<file path="src/rtl/bta_pkg.sv">
// shared constants, word types and controller/datapath command and status types
`default_nettype none
package bta_pkg;

    localparam int ARENA_WORDS = 1024;
    localparam int ADDR_W      = $clog2(ARENA_WORDS);
    localparam int SIZE_W      = $clog2(ARENA_WORDS + 1);

    localparam logic [SIZE_W-1:0] SLACK_RESET = SIZE_W'(10);

    localparam logic FUNC_ALLOC    = 1'b0;
    localparam logic FUNC_FREE     = 1'b1;
    localparam logic STATUS_DONE   = 1'b0;
    localparam logic STATUS_NO_FIT = 1'b1;

    typedef struct packed {
        logic              func;
        logic [SIZE_W-1:0] request_size;
        logic [ADDR_W-1:0] block_address;
    } in_word_t;

    typedef struct packed {
        logic              status;
        logic [ADDR_W-1:0] granted_address;
    } out_word_t;

    typedef enum logic [4:0] {
        OP_NONE,
        OP_CLEAR,
        OP_LOAD,
        OP_A_WALK,
        OP_A_WHOLE1,
        OP_A_WHOLE2,
        OP_A_SPLIT1,
        OP_A_SPLIT2,
        OP_A_SPLIT3,
        OP_F_CHECK,
        OP_F_LEFT,
        OP_F_RIGHT,
        OP_N1,
        OP_N2,
        OP_N3,
        OP_N4,
        OP_L1,
        OP_R1,
        OP_R2,
        OP_R3,
        OP_B1,
        OP_B2
    } op_t;

    typedef struct packed {
        op_t op;
    } cmd_t;

    typedef struct packed {
        logic clear_last;
        logic is_free;
        logic walk_fail;
        logic walk_fit;
        logic whole;
        logic bad_free;
        logic lf;
        logic rf;
        logic list_empty;
        logic single_r;
    } sts_t;

endpackage
`default_nettype wire

</file>
<file path="src/rtl/bta_ctrl.sv">
// controller state machine sequencing the heap micro-operations
`default_nettype none
module bta_ctrl (
    input  wire logic          clk,
    input  wire logic          rst_n,
    input  wire logic          start,
    output logic               busy,
    output logic               done,
    output bta_pkg::cmd_t      cmd,
    input  wire bta_pkg::sts_t sts
);

    typedef enum logic [4:0] {
        S_CLEAR,
        S_IDLE,
        S_A_WALK,
        S_A_WHOLE1,
        S_A_WHOLE2,
        S_A_SPLIT1,
        S_A_SPLIT2,
        S_A_SPLIT3,
        S_F_CHECK,
        S_F_LEFT,
        S_F_RIGHT,
        S_N1,
        S_N2,
        S_N3,
        S_N4,
        S_L1,
        S_R1,
        S_R2,
        S_R3,
        S_B1,
        S_B2
    } state_t;

    state_t state_reg, state_next;
    logic   done_reg, done_next;

    always_comb
    begin
        cmd.op     = bta_pkg::OP_NONE;
        state_next = state_reg;
        done_next  = 1'b0;
        unique case (state_reg)
            S_CLEAR:
            begin
                cmd.op = bta_pkg::OP_CLEAR;
                if (sts.clear_last)
                begin
                    state_next = S_IDLE;
                end
            end
            S_IDLE:
            begin
                if (start)
                begin
                    cmd.op     = bta_pkg::OP_LOAD;
                    state_next = sts.is_free ? S_F_CHECK : S_A_WALK;
                end
            end
            S_A_WALK:
            begin
                cmd.op = bta_pkg::OP_A_WALK;
                if (sts.walk_fail)
                begin
                    state_next = S_IDLE;
                    done_next  = 1'b1;
                end
                else if (sts.walk_fit)
                begin
                    state_next = sts.whole ? S_A_WHOLE1 : S_A_SPLIT1;
                end
            end
            S_A_WHOLE1:
            begin
                cmd.op     = bta_pkg::OP_A_WHOLE1;
                state_next = S_A_WHOLE2;
            end
            S_A_WHOLE2:
            begin
                cmd.op     = bta_pkg::OP_A_WHOLE2;
                state_next = S_IDLE;
                done_next  = 1'b1;
            end
            S_A_SPLIT1:
            begin
                cmd.op     = bta_pkg::OP_A_SPLIT1;
                state_next = S_A_SPLIT2;
            end
            S_A_SPLIT2:
            begin
                cmd.op     = bta_pkg::OP_A_SPLIT2;
                state_next = S_A_SPLIT3;
            end
            S_A_SPLIT3:
            begin
                cmd.op     = bta_pkg::OP_A_SPLIT3;
                state_next = S_IDLE;
                done_next  = 1'b1;
            end
            S_F_CHECK:
            begin
                cmd.op = bta_pkg::OP_F_CHECK;
                if (sts.bad_free)
                begin
                    state_next = S_IDLE;
                    done_next  = 1'b1;
                end
                else
                begin
                    state_next = S_F_LEFT;
                end
            end
            S_F_LEFT:
            begin
                cmd.op     = bta_pkg::OP_F_LEFT;
                state_next = S_F_RIGHT;
            end
            S_F_RIGHT:
            begin
                cmd.op = bta_pkg::OP_F_RIGHT;
                if (sts.lf && sts.rf)
                begin
                    state_next = S_B1;
                end
                else if (sts.lf)
                begin
                    state_next = S_L1;
                end
                else if (sts.rf)
                begin
                    state_next = S_R1;
                end
                else
                begin
                    state_next = S_N1;
                end
            end
            S_N1:
            begin
                cmd.op     = bta_pkg::OP_N1;
                state_next = S_N2;
            end
            S_N2:
            begin
                cmd.op = bta_pkg::OP_N2;
                if (sts.list_empty)
                begin
                    state_next = S_IDLE;
                    done_next  = 1'b1;
                end
                else
                begin
                    state_next = S_N3;
                end
            end
            S_N3:
            begin
                cmd.op     = bta_pkg::OP_N3;
                state_next = S_N4;
            end
            S_N4:
            begin
                cmd.op     = bta_pkg::OP_N4;
                state_next = S_IDLE;
                done_next  = 1'b1;
            end
            S_L1:
            begin
                cmd.op     = bta_pkg::OP_L1;
                state_next = S_IDLE;
                done_next  = 1'b1;
            end
            S_R1:
            begin
                cmd.op     = bta_pkg::OP_R1;
                state_next = sts.single_r ? S_R3 : S_R2;
            end
            S_R2:
            begin
                cmd.op     = bta_pkg::OP_R2;
                state_next = S_R3;
            end
            S_R3:
            begin
                cmd.op     = bta_pkg::OP_R3;
                state_next = S_IDLE;
                done_next  = 1'b1;
            end
            S_B1:
            begin
                cmd.op     = bta_pkg::OP_B1;
                state_next = S_B2;
            end
            S_B2:
            begin
                cmd.op     = bta_pkg::OP_B2;
                state_next = S_IDLE;
                done_next  = 1'b1;
            end
            default:
            begin
                state_next = S_IDLE;
            end
        endcase
    end

    always_ff @(posedge clk or negedge rst_n)
    begin
        if (!rst_n)
        begin
            state_reg <= S_CLEAR;
            done_reg  <= 1'b0;
        end
        else
        begin
            state_reg <= state_next;
            done_reg  <= done_next;
        end
    end

    assign busy = (state_reg != S_IDLE);
    assign done = done_reg;

endmodule
`default_nettype wire

</file>
<file path="config.mk">
export PLATFORM = sky130hd
export DESIGN_NAME = bta_ctrl
export DESIGN_NICKNAME = d
export VERILOG_FILES = /design/src/rtl/bta_pkg.sv /design/src/rtl/bta_ctrl.sv
export SDC_FILE = /design/constraint.sdc
export NUM_CORES = 1
export LEC_CHECK = 0
export BUFFER_PORTS_ARGS = -buffer_cell sky130_fd_sc_hd__buf_2
export CORE_MARGIN = 4
export CORE_UTILIZATION = 50
export CTS_CLUSTER_DIAMETER = 80
export DETAILED_ROUTE_END_ITERATION = 7
export PLACE_DENSITY_LB_ADDON = 0.05
export SKIP_CTS_REPAIR_TIMING = 1
export SLEW_MARGIN = 30
export SYNTH_ARGS = -nofsm -noshare
export SYNTH_HDL_FRONTEND = slang
export SYNTH_SLANG_ARGS = --single-unit
export TNS_END_PERCENT = 100
</file>
<file path="constraint.sdc">
create_clock -name clk -period 4.1 [get_ports clk]
set_input_delay 0.615 -clock clk [delete_from_list [all_inputs] [get_ports clk]]
set_output_delay 0.615 -clock clk [all_outputs]
set_load 0.02 [all_outputs]
</file>
## After elaboration in Yosys (flattened, before gate mapping)

Index checks and enable logic that the tools add are counted.

- Bits of input ports: 13
- Register bits: 6
- Logic and storage cells: 49
- Output and inout port bits: 7

- Muxes and demuxes: 19
- Reductions and logical operators: 4
- Equality and inequality tests: 24

Operators by type and width:

| cell | number |
|---|---|
| $pmux 5 s21 | 1 |
| $pmux 5 s15 | 1 |
| $eq 5x4->1 const B | 8 |
| $mux 5 | 7 |
| $eq 5x5->1 const B | 5 |
| $eq 5x3->1 const B | 4 |
| $mux 4 | 3 |
| $eq 5x2->1 const B | 2 |
| $reduce_or 6->1 | 1 |
| $eq 5x1->1 const B | 1 |
| $logic_not 5->1 | 1 |
| $ne 5x1->1 const B | 1 |
| $mux 2 | 2 |
| $ne 2x2->1 const B | 2 |
| $pmux 1 s4 | 1 |
| $mux 1 | 3 |
| $mux 3 | 1 |
| $ne 3x3->1 const B | 1 |
| $reduce_and 3->1 | 1 |
| $logic_and 1x1->1 | 1 |

## Logic depth before layout (Yosys ltp)

Gate-level depths: netlist of the first run.

- Word-level depth: 4
- Mapped depth: 6
- Depth with buffers taken out: 5

## Worst setup path after synthesis of the first run

No wires, ideal clock.

- Path type: reg-to-output
- From: reg state_reg[1]
- To: out cmd[3] in the netlist's numbering
- Arrival time: 1.227 ns
- Setup slack: 2.258 ns
- Path buffers: 2
- Stages on the path, launching flop included: 6
- Path through: dfrtp_1 > buf_6 > buf_4 > nand3_1 > xnor2_1 > nor2_1

RTL lines:

| item | line | RTL |
|---|---|---|
| start: declaration | bta_ctrl.sv:37 | `state_t state_reg, state_next;` |
| start signal: assignment | bta_ctrl.sv:218 | `state_reg <= state_next;` |
| end: declaration | bta_ctrl.sv:9 | `output bta_pkg::cmd_t cmd,` |

==> run metrics, run 1 <==
status finished, final reports clean; YS warnings 0; Async SR Flop Fraction 100%; via count 796; core region area between 1000 and 1500 µm²; Syn-to-layout area delta 9.93%; post-DR vias/cell between 6 and 7; CP startpoint kind register; worst r2r src state_reg[0]; latest clock arrival within the worst-skew pair 260 ps; critical path class reg2out; pre-CTS WS between 1500 and 2000 ps; final hold vios 0; Rel. slew slack between 40 and 50%; Pwr per Cell Area 680 nW/µm²; placed instance area 822 µm²; Main synth FF type dfrtp_1; max reg flops 5; total gr overflow 0; Layout Nets between 100 and 150; share of cells above drive strength 1 30.4%; reg-to-reg endpoint state_reg[0]; die area about 2200 µm²; CP max FO 25; Crit path required time roughly 3500 ps; initial antenna violation count 0; Setup TNS 0 ps; post-route ant nets 0; r2r setup slk ~2200 ps; first-pass GRT wire length 3290 µm; CTS tree built; Post-Syn Area 768 µm²; Placer Congestion slightly above 0.8; Die Wd 47.2 µm; Initial Util 56.2%; footprint of the multi-input gates 536 µm²; Tmin final 2600 ps; Row Count 13; Worst-path clk slew 50 ps; total CTS buffers 3; antenna cells 0; Gate Count Post-Synth 101; Die Y 47.2 µm; FF/Latch Area 150 µm²; crit path DAT 1990 ps; Total GRT Usage 21.4%; crit end category output pin; Slew Limit Fails 0; drt wl/cell about 15 µm; Post-synth EDFFs 0; detailed placement HPWL 1430 µm; port bufs 19; post-synthesis sequential area ratio between 10% and 20%; crit share post-route 63.4%; number of global-route vias before repair approximately 700; Iteration-0 DRC Markers 31; Clock Skew 12.9 ps; FILL cells roughly 130; worst reg2reg path depth 5; unrepaired setup endpoints after global routing false; Distinct cells, synth between 40 and 50; Lkg Pwr ~0.00035 µW; largest net degree at the start of global routing 26; count of final setup violators 0; drt drc 0; CTS root buf clkbuf_4; clk buf depth 2; post-route setup slack 1500 ps; VDD IR max between 0.5 and 0.6 mV; upper clock frequency limit around 0.38 GHz; Finished Cell Area 845 µm²; Top Ports 20; Mapped Nets 114; worst slew pin tran 809 ps; max cap viols 0; TritonCTS Sinks 6; H-Tree Level Count 1; Avg Cell Area, Syn roughly 7.6 µm²; Hold Crit Class in2async; #FFs+latches synth 6; Initial DRT Pass Iterations 4; final WL 1980 µm
-- final cells by class --
class                   instances  share of cell area [%]
repair buffers                 19                    11.3
clock buffers                   3                    2.67
well taps                      15                    2.22
inverters                       6                    2.67
multi-input cells              81                    63.4
flip-flops and latches          6                    17.8
-- critical path, stage by stage, from the launching register on --
cell and delay (ps):
dfrtp_1 860, and2_4 290, and2_1 170, a21oi_1 60, o22ai_1 170, buf_2 190
-- metrics by stage --
stage | utilization (%) | total power, µW | cells | hold WS (ps)
global placement | 60.2 | 511 | 127 | 442
global route | 61.8 | 629 | 130 | 158
CTS | 61.8 | 572 | 130 | 171
floorplan | - | 442 | 101 | 319
detailed placement | 60.2 | 512 | 127 | 446
finish | 61.8 | 574 | 130 | 167
-- logic make-up after synthesis --
group | count (synthesis) | share of synthesized area (%)
flops | 6 | 19.5
mux | 1 | 1.30
buf+inv | 14 | 10.7
compound gates | 36 | 33.2
xor+xnor | 3 | 3.42
simple gates | 41 | 31.8
-- power breakdown --
| part | total, µW | internal (µW) | switching (µW) |
|---|---|---|---|
| logic | 350 | 153 | 197 |
| registers | 166 | 77.9 | 87.7 |
| clock network | 57.8 | 33.3 | 24.5 |
| total | 574 | 265 | 309 |
-- how the worst max path moves through the flow --
| stage | cells past startpoint | start | to |
|---|---|---|---|
| 3_5_place_dp | 5 | state_reg[1] | cmd[2] |
| 4_1_cts | 5 | state_reg[1] | cmd[2] |
| 3_3_place_gp | 5 | state_reg[1] | cmd[2] |
| 2_1_floorplan | 5 | state_reg[1] | cmd[3] |
| 5_1_grt | 5 | state_reg[1] | cmd[2] |
| 6_report | 5 | state_reg[1] | cmd[2] |
-- cells in the final DEF (no fill, tap or decap), drive strengths merged, types with 2 or more instances in the layout --
| master | n |
|---|---|
| nand2 | 3 |
| a32oi | 3 |
| dfrtp | 6 |
| a22oi | 3 |
| nor4 | 4 |
| o21ai | 10 |
| xnor2 | 2 |
| inv | 6 |
| clkbuf | 3 |
| nor2 | 12 |
| nand2b | 3 |
| and2 | 2 |
| o22ai | 5 |
| a21oi | 5 |
| nand3 | 2 |
| buf | 19 |
| nor2b | 5 |
| nor3 | 4 |
-- per-layer routing --
layer,track usage [%],wire length [µm]
met3,7.66,136
met5,0,0
met2,31.4,898
met1,29.9,944
met4,4.97,0
-- Yosys cell counts, types with 2 or more instances --
library cell | number | area (µm²)
nor2_1 | 11 | 41.3
inv_2 | 3 | 11.3
nand3_1 | 2 | 10.0
nand2_1 | 3 | 11.3
nor2b_1 | 5 | 31.3
inv_1 | 3 | 11.3
nor3_1 | 4 | 20.0
a21oi_1 | 3 | 15.0
a21oi_2 | 2 | 17.5
a32oi_1 | 3 | 26.3
nor4_2 | 2 | 25.0
nor4_1 | 2 | 12.5
dfrtp_1 | 6 | 150
a22oi_1 | 3 | 22.5
o21ai_1 | 5 | 25.0
xnor2_1 | 2 | 17.5
o21ai_0 | 5 | 25.0
o22ai_1 | 5 | 31.3
buf_2 | 3 | 15.0
nand2b_1 | 3 | 18.8
buf_6 | 2 | 22.5
buf_4 | 3 | 22.5
(Power assumes the default switching activity.)
==> run 2: changes to the inputs <==
==> constraint.sdc (replaced) <==
create_clock -name clk -period 2.5 [get_ports clk]
set_input_delay 0.375 -clock clk [delete_from_list [all_inputs] [get_ports clk]]
set_output_delay 0.375 -clock clk [all_outputs]
set_load 0.02 [all_outputs]
==> run 2 against run 1 <==
Utilization up 2.4 points. Hold slack better by 180 ps. Via count rose by 2.4%. Combinational power rose by 75%. Critical path depth unchanged. Sequential share of layout area down 0.66 points. Critical endpoint unchanged. Largest cell class unchanged. Largest power group unchanged.
==> run metrics, run 2 (same netlist as run 1, synthesis figures left out) <==
number of global-route vias before repair 732; drt drc 0; initial antenna violation count 0; TritonCTS Sinks 6; Hold Crit Class in2reg; Rel. slew slack 51.5%; Clock Skew 7.77 ps; post-DR vias/cell 6.08; Slew Limit Fails 0; unrepaired setup endpoints after global routing false; antenna cells 0; core region area 1370 µm²; Crit path required time 2120 ps; critical path class reg2out; most frequent cells in the layout 19 x buf_2, 11 x nor2_1, 6 x dfrtp_1; Hold Crit Start sts[6]; Int Power 457 µW; hold-critical path depth 2; Syn-to-layout area delta 14.2%; crit path DAT 1830 ps; Iteration-0 DRC Markers 35; Psw ~510 µW; r2r setup slk 570 ps; drt wl/cell between 15 and 20 µm; CTS root buf clkbuf_4; Met3 Routed Length approximately 120 µm; count of final setup violators 0; Top Metal Used met3; first-pass GRT wire length 3240 µm; Initial DRT Pass Iterations 4; crit share post-route 88.4%; Layout Nets 134; CP max FO 20; max reg flops 5; worst slew pin tran 728 ps; Die Y 47.2 µm; status finished, final reports clean; Die Wd 47.2 µm; wire length on met1 975 µm; most common cell after layout, fill and taps aside buf_2; wire length on met2 ~920 µm; Pwr per Cell Area 1100 nW/µm²; Comb pwr share 63.7%; final hold vios 0; VDD IR max 0.726 mV; sw frac ~53%; Setup TNS 0 ps; Finished Cell Area a little under 900 µm²; Row Count 13; Lkg Pwr 0.000365 µW; Initial Util 56.2%; total gr overflow 0; port bufs 19; Total GRT Usage approximately a fifth; largest net degree at the start of global routing 23; final WL 2020 µm; worst r2r src state_reg[2]; slowest cell on the critical path dfrtp_1; Worst-path clk slew about 50 ps; latest clock arrival within the worst-skew pair 240 ps; Tmin final 2210 ps; worst reg2reg path depth 5; Clk pwr share 9.1%; total power 964 µW; max cap viols 0; die area 2230 µm²; crit end category output pin; sequential share of power a little over a quarter; Placer Congestion around 0.84; CP Cell Sequence and2_4 -> and2_1 -> a21oi_1 -> o22ai_1 -> buf_2; CP startpoint kind register; detailed placement HPWL 1500 µm; via count between 800 and 900; clk buf depth 2; share of cells above drive strength 1 31.9%; CP peak stage delay just over 700 ps; placed instance area around 840 µm²; Finished Core Util 64.2%; post-route ant nets 0; reg-to-reg endpoint state_reg[2]; Hold Path End state_reg[1]; CTS tree built; upper clock frequency limit 0.453 GHz; Top Ports 20; total CTS buffers 3; H-Tree Level Count 1
[run 2: layer usage]
metal	global-route usage [%]	vias to the layer above
met5	0	-
met4	3.31	0
met3	6.90	0
met2	33.6	26
met1	27.3	372
li1	-	417
[run 2: power by group through the flow]
| stage | clock [µW] | sequential, µW | combinational (µW) |
|---|---|---|---|
| 2_1_floorplan | 0 | 167 | 558 |
| 3_3_place_gp | 0 | 258 | 605 |
| 3_5_place_dp | 0 | 259 | 612 |
| 4_1_cts | 89.5 | 257 | 615 |
| 5_1_grt | 101 | 275 | 671 |
| 6_report | 87.3 | 262 | 614 |
[run 2: how the worst max path moves through the flow]
| stage | from | endpoint | depth (start not counted) |
|---|---|---|---|
| 6_report | state_reg[0] | cmd[2] | 5 |
| 4_1_cts | state_reg[0] | cmd[2] | 5 |
| 3_5_place_dp | state_reg[0] | cmd[2] | 5 |
| 2_1_floorplan | state_reg[1] | cmd[3] | 5 |
| 5_1_grt | state_reg[0] | cmd[2] | 5 |
| 3_3_place_gp | state_reg[2] | state_reg[2] | 5 |
[run 2: area by class of cell]
type	count	area, µm²
clock buffers	3	22.5
fillers	126	489
inverters	6	22.5
multi-input cells	81	536
flip-flops and latches	6	150
well taps	15	18.8
repair buffers	23	128
[run 2: critical path, delay by kind of cell (launching register included)]
family / cells / cell delay (ps)
compound gates: 2 / 220
buf+inv: 1 / 190
simple gates: 2 / 450
flops: 1 / 720
[run 2: through the flow]
| stage | instances | setup slack (ps) | hold slack, ps |
|---|---|---|---|
| 2_1_floorplan | 101 | 898 | 79.4 |
| 3_3_place_gp | 130 | 621 | 200 |
| 3_5_place_dp | 130 | 581 | 204 |
| 4_1_cts | 133 | 304 | -57.1 |
| 5_1_grt | 134 | 184 | 326 |
| 6_report | 134 | 291 | 351 |
==> run 3: changes to the inputs <==
--- a/config.mk
+++ b/config.mk
@@ -8,6 +8,7 @@
 export BUFFER_PORTS_ARGS = -buffer_cell sky130_fd_sc_hd__buf_2
 export CORE_MARGIN = 4
 export CORE_UTILIZATION = 50
+export CTS_BUF_LIST = sky130_fd_sc_hd__clkbuf_16
 export CTS_CLUSTER_DIAMETER = 80
 export DETAILED_ROUTE_END_ITERATION = 7
 export PLACE_DENSITY_LB_ADDON = 0.05
==> run 3 against run 2 <==
Global-route usage rose by 1.7 points. Sequential power barely moved. Register-to-register slack got worse by 30 ps.
==> run metrics, run 3 (same netlist as run 1, synthesis figures left out) <==
port bufs 19; most common cell after layout, fill and taps aside buf_2; total gr overflow 0; drt drc 0; latest clock arrival within the worst-skew pair 230 ps; Hold Crit Start sts[6]; post-route insts no fill 134; Slew Limit Fails 0; Initial Util 56.2%; most frequent cells in the layout 19 x buf_2, 11 x nor2_1, 6 x dfrtp_1; CTS tree built; share of cells above drive strength 1 between 30% and 40%; total power roughly 1100 µW; Finished Core Util 68.0%; Pwr per Cell Area 1230 nW/µm²; core region area approximately 1400 µm²; CP startpoint kind register; critical path class reg2out; antenna cells 0; crit end category output pin; Top Ports 20; first-pass GRT wire length roughly 3400 µm; r2r setup slk roughly 540 ps; Die Y roughly 47 µm; Tmin final ~2200 ps; Die Wd 47.2 µm; Initial DRT Pass Iterations 4; Hold Crit Class in2reg; hold-critical path depth 2; clk buf depth 2; TritonCTS Sinks 6; GR Util met2 a little over a third; unrepaired setup endpoints after global routing false; via count roughly 850; Rel. slew slack ~50%; Placer Congestion 0.835; Worst-path clk slew 30 ps; Layout Nets about 130; CTS root buf clkbuf_16; max cap viols 0; Syn-to-layout area delta 21.0%; Setup TNS 0 ps; drt wl/cell 15.8 µm; status finished, final reports clean; die area 2230 µm²; detailed placement HPWL 1500 µm; crit share post-route 87.6%; post-route ant nets 0; most utilized layer in the global route result met2; worst reg2reg path depth 5; total CTS buffers 3; final hold vios 0; number of global-route vias before repair 736; upper clock frequency limit ~0.46 GHz; Hold Path End state_reg[1]; grt met1 use 28.2%; Total GRT Usage 22.5%; crit path DAT 1820 ps; VDD IR max between 0.7 and 0.8 mV; largest net degree at the start of global routing 23; Crit path required time 2120 ps; max reg flops 5; Lkg Pwr 0.000388 µW; placed cells 130; initial antenna violation count 0; reg-to-reg endpoint state_reg[2]; Clock Skew 4.73 ps; worst r2r src state_reg[2]; post-DR vias/cell 6.33; H-Tree Level Count 1; met3 GRT Util 6.90%; CP max FO 22; Row Count 13; Iteration-0 DRC Markers 26; worst slew pin tran 749 ps; count of final setup violators 0; final WL 2110 µm
run 3: per-stage QoR:
stage	hold slack (ps)	setup slack (ps)	cell area [µm²]
final	367	310	930
after global routing	374	221	930
after CTS	-39.4	323	920
after detailed placement	204	581	845
after global placement	200	621	845
after floorplan	79.4	898	768
run 3: layout make-up:
| type | count | area, µm² |
|---|---|---|
| multi-input cells | 81 | 536 |
| fillers | 115 | 437 |
| flip-flops and latches | 6 | 150 |
| repair buffers | 23 | 128 |
| clock buffers | 3 | 75.1 |
| inverters | 6 | 22.5 |
| well taps | 15 | 18.8 |
run 3: critical path: stages (launching register included):
cell and delay, ps:
dfrtp_1 820, inv_1 170, and2_1 210, a21oi_1 120, o22ai_1 80, buf_2 180
run 3: report_power, final:
part / leakage, µW / internal, µW / switching, µW
clock: 0.0000370 / 206 / 58.4
sequential: 0.0000805 / 129 / 133
combinational: 0.000271 / 275 / 342
total: 0.000388 / 609 / 534
run 3: worst max-delay path by stage:
stage / start / endpoint / depth (start not counted)
global route: state_reg[0] / cmd[2] / 5
floorplan: state_reg[1] / cmd[3] / 5
finish: state_reg[2] / cmd[2] / 5
CTS: state_reg[0] / cmd[2] / 5
global placement: state_reg[2] / state_reg[2] / 5
detailed placement: state_reg[0] / cmd[2] / 5
run 3: per-layer routing:
layer,vias up,part of all wire [%]
met2,33,47
li1,417,-
met4,0,1.3
met5,-,0
met1,396,45
met3,2,6.9
